**src/rtl/core/sprite_voxel_face_mesher_assert.svh**
```systemverilog
// ----------------------------------------------------------------------------
// Sprite voxel face mesher assertion macros
// Concurrent assertion wrappers clocked on clk and disabled while rst_n is low.
// ----------------------------------------------------------------------------
`ifndef SPRITE_VOXEL_FACE_MESHER_ASSERT_SVH
`define SPRITE_VOXEL_FACE_MESHER_ASSERT_SVH

// same-cycle implication
`define SVFM_ASSERT_NOW(label, ante, cons) \
    label: assert property (@(posedge clk) disable iff (!rst_n) (ante) |-> (cons)) \
        else $error("svfm assertion failed");

// next-cycle implication
`define SVFM_ASSERT_NEXT(label, ante, cons) \
    label: assert property (@(posedge clk) disable iff (!rst_n) (ante) |=> (cons)) \
        else $error("svfm assertion failed");

`endif

```
**src/rtl/core/svfm_pkg.sv**
```systemverilog
// ----------------------------------------------------------------------------
// svfm_pkg
// Widths, face tables and controller/datapath interface types of the mesher.
// ----------------------------------------------------------------------------
package svfm_pkg;

    localparam int CoordWidth    = 6;
    localparam int SizeWidth     = 7;
    localparam int AlphaWidth    = 8;
    localparam int VertexWidth   = 14;
    localparam int NormalWidth   = 3;
    localparam int ColorWidth    = 12;
    localparam int FaceWidth     = 3;
    localparam int NumFaces      = 6;
    localparam int MaxSide       = 64;
    localparam int CornerSide    = MaxSide + 1;
    localparam int VmapDepth     = CornerSide * CornerSide * 2;
    localparam int VmapAddrWidth = $clog2(VmapDepth);
    localparam int CfgIndexWidth = 1;

    localparam logic [CfgIndexWidth-1:0] CfgImageWidth  = 1'b0;
    localparam logic [CfgIndexWidth-1:0] CfgImageHeight = 1'b1;

    localparam logic [FaceWidth-1:0] FaceFront = 3'd0;
    localparam logic [FaceWidth-1:0] FaceBack  = 3'd1;
    localparam logic [FaceWidth-1:0] FaceLeft  = 3'd2;
    localparam logic [FaceWidth-1:0] FaceRight = 3'd3;
    localparam logic [FaceWidth-1:0] FaceBelow = 3'd4;
    localparam logic [FaceWidth-1:0] FaceAbove = 3'd5;

    localparam logic [SizeWidth-1:0] SizeReset = SizeWidth'(MaxSide);

    // corner offsets {dx, dy, back}, in lookup order tl, tr, bl, br
    localparam logic [2:0] FaceCorner [NumFaces][4] = '{
        '{3'b000, 3'b100, 3'b010, 3'b110},
        '{3'b001, 3'b101, 3'b011, 3'b111},
        '{3'b001, 3'b000, 3'b011, 3'b010},
        '{3'b101, 3'b100, 3'b111, 3'b110},
        '{3'b010, 3'b110, 3'b011, 3'b111},
        '{3'b001, 3'b101, 3'b000, 3'b100}
    };

    // triangle winding pattern per face, bit f for face f
    localparam logic [NumFaces-1:0] FacePattern = 6'b001010;

    localparam logic [1:0] TriOrder [2][2][3] = '{
        '{'{2'd0, 2'd2, 2'd1}, '{2'd1, 2'd2, 2'd3}},
        '{'{2'd1, 2'd3, 2'd0}, '{2'd0, 2'd3, 2'd2}}
    };

    typedef struct packed {
        logic                 clear;
        logic                 load;
        logic                 rd_en;
        logic                 emit;
        logic                 tri_sel;
        logic                 last;
        logic [FaceWidth-1:0] face;
        logic [1:0]           corner;
    } cmd_t;

    typedef struct packed {
        logic                clear_done;
        logic                in_opaque;
        logic                out_free;
        logic [NumFaces-1:0] draw;
    } status_t;

endpackage

```
**src/rtl/core/svfm_ctrl.sv**
```systemverilog
// ----------------------------------------------------------------------------
// svfm_ctrl
// Sequencer: map clearing, pixel intake, corner lookups and triangle issue.
// ----------------------------------------------------------------------------
module svfm_ctrl
(
    input  logic             clk,
    input  logic             rst_n,
    input  logic             in_valid,
    output logic             in_ready,
    input  svfm_pkg::status_t status,
    output svfm_pkg::cmd_t    cmd
);
    import svfm_pkg::*;

    typedef enum logic [2:0] {
        S_CLEAR,
        S_IDLE,
        S_LOOK,
        S_WAIT,
        S_EMIT0,
        S_EMIT1
    } state_t;

    state_t               state_reg, state_next;
    logic [FaceWidth-1:0] face_reg, face_next;
    logic [1:0]           corner_reg, corner_next;
    logic [FaceWidth-1:0] next_face;
    logic                 has_next;

    always_comb
    begin
        next_face = face_reg;
        has_next  = 1'b0;
        for (int f = NumFaces - 1; f >= 0; f--)
        begin
            if (FaceWidth'(f) > face_reg && status.draw[f])
            begin
                next_face = FaceWidth'(f);
                has_next  = 1'b1;
            end
        end
    end

    always_comb
    begin
        state_next  = state_reg;
        face_next   = face_reg;
        corner_next = corner_reg;
        in_ready    = 1'b0;
        cmd         = '0;
        cmd.face    = face_reg;
        cmd.corner  = corner_reg;
        unique case (state_reg)
            S_CLEAR:
            begin
                cmd.clear = 1'b1;
                if (status.clear_done)
                begin
                    state_next = S_IDLE;
                end
            end
            S_IDLE:
            begin
                in_ready = 1'b1;
                cmd.load = in_valid && status.in_opaque;
                if (in_valid && status.in_opaque)
                begin
                    state_next  = S_LOOK;
                    face_next   = FaceFront;
                    corner_next = 2'd0;
                end
            end
            S_LOOK:
            begin
                cmd.rd_en   = 1'b1;
                corner_next = corner_reg + 2'd1;
                if (corner_reg == 2'd3)
                begin
                    state_next = S_WAIT;
                end
            end
            S_WAIT:
            begin
                state_next = S_EMIT0;
            end
            S_EMIT0:
            begin
                if (status.out_free)
                begin
                    cmd.emit    = 1'b1;
                    cmd.tri_sel = 1'b0;
                    state_next  = S_EMIT1;
                end
            end
            S_EMIT1:
            begin
                if (status.out_free)
                begin
                    cmd.emit    = 1'b1;
                    cmd.tri_sel = 1'b1;
                    cmd.last    = !has_next;
                    if (has_next)
                    begin
                        face_next   = next_face;
                        corner_next = 2'd0;
                        state_next  = S_LOOK;
                    end
                    else
                    begin
                        state_next = S_IDLE;
                    end
                end
            end
            default:
            begin
                state_next = S_CLEAR;
            end
        endcase
    end

    always_ff @(posedge clk or negedge rst_n)
    begin
        if (!rst_n)
        begin
            state_reg  <= S_CLEAR;
            face_reg   <= FaceFront;
            corner_reg <= 2'd0;
        end
        else
        begin
            state_reg  <= state_next;
            face_reg   <= face_next;
            corner_reg <= corner_next;
        end
    end

endmodule

```
**config.mk**
```make
export PLATFORM = sky130hd
export DESIGN_NAME = svfm_ctrl
export DESIGN_NICKNAME = d
export VERILOG_FILES = /design/src/rtl/core/sprite_voxel_face_mesher_assert.svh /design/src/rtl/core/svfm_pkg.sv /design/src/rtl/core/svfm_ctrl.sv
export SDC_FILE = /design/constraint.sdc
export NUM_CORES = 1
export LEC_CHECK = 0
export BUFFER_PORTS_ARGS = -buffer_cell sky130_fd_sc_hd__buf_4
export CAP_MARGIN = 10
export CORE_MARGIN = 2
export CORE_UTILIZATION = 40
export DETAILED_ROUTE_END_ITERATION = 7
export PLACE_DENSITY = 0.68
export SYNTH_ARGS = -nofsm -noshare
export SYNTH_HDL_FRONTEND = slang
export SYNTH_SLANG_ARGS = --single-unit
```
**constraint.sdc**
```tcl
create_clock -name clk -period 1.52 [get_ports clk]
set_input_delay 0.304 -clock clk [delete_from_list [all_inputs] [get_ports clk]]
set_output_delay 0.304 -clock clk [all_outputs]
set_load 0.03 [all_outputs]
```
Word level (Yosys, flattened, before mapping)
Cells that the tools add are included.

Multiplexer cells: 35. Equality and inequality tests: 13. $lt $le $gt $ge: 6. Reduce and logical (&&, ||, !) cells: 14. Add/subtract/negate cells: 1.

Operator list (count): $mux W3 (15); $pmux W3 S6 (1); $ne A2 B2 Y1 const B (6); $mux W1 (11); $mux W2 (5); $reduce_and A5 Y1 (2); $logic_and A1 B1 Y1 (7); $ne A7 B7 Y1 const B (1); $eq A3 B2 Y1 const B (2); $eq A3 B3 Y1 const B (2); $gt A1 B3 Y1 const A (2); $gt A2 B3 Y1 const A (2); $gt A3 B3 Y1 const A (2); $pmux W2 S3 (1); $pmux W3 S2 (1); $pmux W2 S2 (1); $reduce_and A4 Y1 (1); $eq A3 B1 Y1 const B (1); $logic_not A3 Y1 (1); $reduce_bool A3 Y1 (1); $add A2 B1 Y2 const B (1); $eq A2 B2 Y1 const B (1); $reduce_bool A2 Y1 (1); $logic_not A1 Y1 (1).

Output and inout port bits: 12. Logic and storage cells: 72. Input port bits: 12. Register bits: 8.

Longest topological paths before layout
Depth after elaboration: 11. Mapped depth: 5.

Worst setup path after synthesis
OpenSTA, ideal clock, no wires.

Path type: reg-to-output. Start point: register face_reg[2]. End point: output cmd[5] in the netlist's numbering. Arrival time: 1.545 ns. Stages on the path, launching flop included: 5. Setup slack: -0.329 ns. Cells stage by stage: dfrtp_1 > inv_1 > a32oi_2 > and4b_1 > and2_1.

RTL lines: from (decl) (RTL line svfm_ctrl.sv:26) `logic [FaceWidth-1:0] face_reg, face_next;`; from (signal assigned) (RTL line svfm_ctrl.sv:127) `face_reg <= FaceFront;`; from (signal assigned) (RTL line svfm_ctrl.sv:133) `face_reg <= face_next;`; to (decl) (RTL line svfm_ctrl.sv:12) `output svfm_pkg::cmd_t cmd`.

==> results_dict.tcl <==
set metrics [dict create \
    status "complete, but fails checks" \
    violations "setup timing" \
    synth-compound-area-share_pct 26.8 \
    floorplan.die.height_um 43.4 \
    timing.final.hold_violations 0 \
    power.share.clock_pct 7.5 \
    grt_start_max_net_pins 11 \
    timing.slew.headroom_pct 82.8 \
    floorplan.initialDensity_pct 41.8 \
    finish.utilization_pct 79.7 \
    tritoncts_clock_tree "built" \
    synthMostInstantiatedCell "dfrtp_1" \
    rows 14 \
    antenna_found_initial 0 \
    avgViaCountPerCell 5.31 \
    number_of_enable_type_register_cells_in_the_synthesized_netlist 0 \
    clock_sinks 8 \
    io_buffers 22 \
    n_antenna_cell 0 \
    slew_violations 0 \
    critical_path_depth_in_cells 5 \
    synth.top_cell.area_share_pct 32.2 \
    syn-num-nets 88 \
    power.leakage_nw 0.555 \
    route.vias.total 764 \
    clk_path_buf_depth 2 \
    synth_area_leaders "dfrtp_1 (32%), a21oi_1 (4.0%), nand3b_1 (3.6%)" \
    setup_slack_ns -0.189 \
    fmaxAchievable_ghz 0.585 \
    ys_seq_area_share_pct 32.2 \
    worstSkewPairLatency_ns 0.25 \
    p_int_w 0.00123 \
    design.core.area_um2 1490 \
    finalClockSkew_ns 0.00758 \
    cp_slowest_stage_delay_ns 0.40 \
    comb_power_share_pct 73.2 \
    crit_path_top_delay_cell "dfrtp_2" \
    mappedNetlistArea_um2 622 \
    synth-main-ff-cell "dfrtp_1" \
    register_bit_count_reported_by_yosys 8 \
    p_per_area_nw_per_um2 1850 \
    cts_buffers 3 \
    synth_area_in_adders_pct 2.01 \
    synth_async_sr_flop_share_pct 100 \
    path_buf_inv 2 \
    muxShareOfSynthArea_pct 1.61 \
    critPathKind "reg -> out" \
    synth_top_family_by_area "simple AND/OR/NAND/NOR gates" \
    cp_data_required_time_ns 1.22 \
    cts.clk_slew.worst_paths_ns 0.05 \
    post-synth-top-area-cell "dfrtp_1" \
    p_total_w 0.00220 \
    worstPathMaxFanout 4 \
    drt.antenna.violating_nets 0 \
    grtUsageTotal_pct 21.6 \
    htree_num_levels 1 \
    synth_commonest_cells "dfrtp_1 (8), a21oi_1 (5), nor2_1 (5)" \
    route.detailed.drc 0 \
    maxCapViolations 0 \
    grt_pass1_wl_mm 2.95 \
    swShare_pct 44.1 \
    crit_family "flip-flops" \
    total_overflow_reported_by_the_global_router 0 \
    worst-slew-pin-transition_ns 0.257 \
    dp_hpwl_mm 1.31 \
    dpl_worst_slack_ns -0.101 \
    startpoint_type "flop" \
    grt_pass1_vias 675 \
    nNetsFinal 142 \
    critical_path_arrival_ns 1.41 \
    drive_gt1_share_pct 58.6 \
    netlist_instances 75 \
    worst_setup_end_kind "output port" \
    synth_cell_types 38 \
    min_path_type "in -> async" \
    dr.pass1.iters 4 \
    design.die.area_um2 1890 \
    routedWlPerCell_um 14.2 \
    power.switching_w 0.000969 \
    post_synth_and_or_nand_nor_area_fraction_pct 32.8 \
    post-route-min-period_ns 1.71 \
    setup_violations 5 \
    postSynthAreaPerCell_um2 8.29 \
    area_growth_syn_to_fin_pct 90.7 \
    vdd.ir_drop.worst_mv 1.13 \
    worstPathCellList "inv_2, a32oi_2, and4b_1, and2_4, buf_6" \
    rsz0062_at_grt "yes" \
    fillCellCount 99 \
    final_worst_path_cycle_share_pct 112 \
    floorplan.io_pins 24 \
    drt_first_iter_violations 21 \
    die-width_um 43.4 \
    synth.yosys.warnings 0 \
    r2r_cells 5 \
    power.sequential.fraction_pct 19.3 \
    ctsRootBufferMaster "clkbuf_4" \
    xor_and_xnor_fraction_of_the_mapped_netlist_area_pct 0 \
    gpl.final_weighted_congestion 0.833 \
    wirelength_mm 2.04 \
]
[worst paths after layout]
kind	from	end	slack, ns
worst max-delay path	face_reg[2]	cmd[5]	-0.19
worst min-delay path	rst_n	state_reg[0]	0.40
worst max register to register	face_reg[0]	face_reg[1]	-0.02
worst min register to register	corner_reg[1]	corner_reg[1]	0.60
max in group asynchronous	rst_n	state_reg[2]	0.98
min in group clk	status[6]	state_reg[2]	0.42
[cell usage in the layout (no fill, tap or decap), types with 2 or more instances in the layout]
master     n
and2_4     2
dfrtp_1    3
nor2_1     2
nand4_1    2
buf_6     11
nand3_1    4
clkbuf_4   3
o21ai_0    3
nand2_1    3
nand3b_1   3
nor2b_1    2
buf_4     39
nor2_2     2
dfrtp_2    5
a21oi_1    5
inv_1      3
[final cells by class]
cell class | count | area, µm² | area share, %
multi-input combinational | 60 | 477 | 40.2
timing repair buffer | 52 | 442 | 37.2
sequential | 8 | 206 | 17.4
clock buffer | 4 | 26.3 | 2.22
tap | 16 | 20.0 | 1.69
inverter | 4 | 15.0 | 1.27
[power by group through the flow]
stage / Clock [W] / Combinational [W] / Sequential [W]
3_5_place_dp: 0 / 0.00113 / 0.000414
4_1_cts: 0.000174 / 0.00138 / 0.000412
5_1_grt: 0.000180 / 0.00171 / 0.000442
3_3_place_gp: 0 / 0.00112 / 0.000408
2_1_floorplan: 0 / 0.000601 / 0.000489
6_report: 0.000165 / 0.00161 / 0.000424
[worst register-to-register path: stages (launching register included)]
cell and delay (ns):
dfrtp_2 0.43, buf_4 0.15, or4b_4 0.53, nand4_1 0.09, o2bb2ai_1 0.08, a21o_1 0.16
[per-stage QoR]
stage | cells | setup TNS, ns | instance area, µm² | hold slack, ns
floorplan | 75 | -0.271 | 643 | 0.00841
global placement | 123 | -0.0924 | 912 | 0.119
detailed placement | 123 | -0.101 | 912 | 0.120
CTS | 139 | -0.235 | 1080 | 0.387
global route | 144 | -0.961 | 1190 | 0.411
finish | 144 | -0.421 | 1190 | 0.401
[per-layer routing]
metal	GRT usage [%]	vias to the layer above	part of all wire, %
li1	-	388	-
met4	12.7	0	0.73
met3	2.50	2	1.1
met2	32.8	11	48
met1	29.6	363	50
met5	0	-	0
[kinds of logic after synthesis]
kind of cell | Yosys count
flops | 8
mux | 1
fa+ha+maj | 1
compound gates | 24
simple gates | 34
buf+inv | 7
[repair_timing]
| action | 4_1_cts | 5_1_grt |
|---|---|---|
| buffers inserted | 11 | 5 |
| hold buffers | 1 | 0 |
| resized for setup | 17 | 13 |
| pin swaps | 8 | 4 |
| endpoints found under the hold margin | 8 | 0 |
| setup endpoints to repair | 5 | 9 |
No activity file was read; power rests on OpenSTA's default activity.
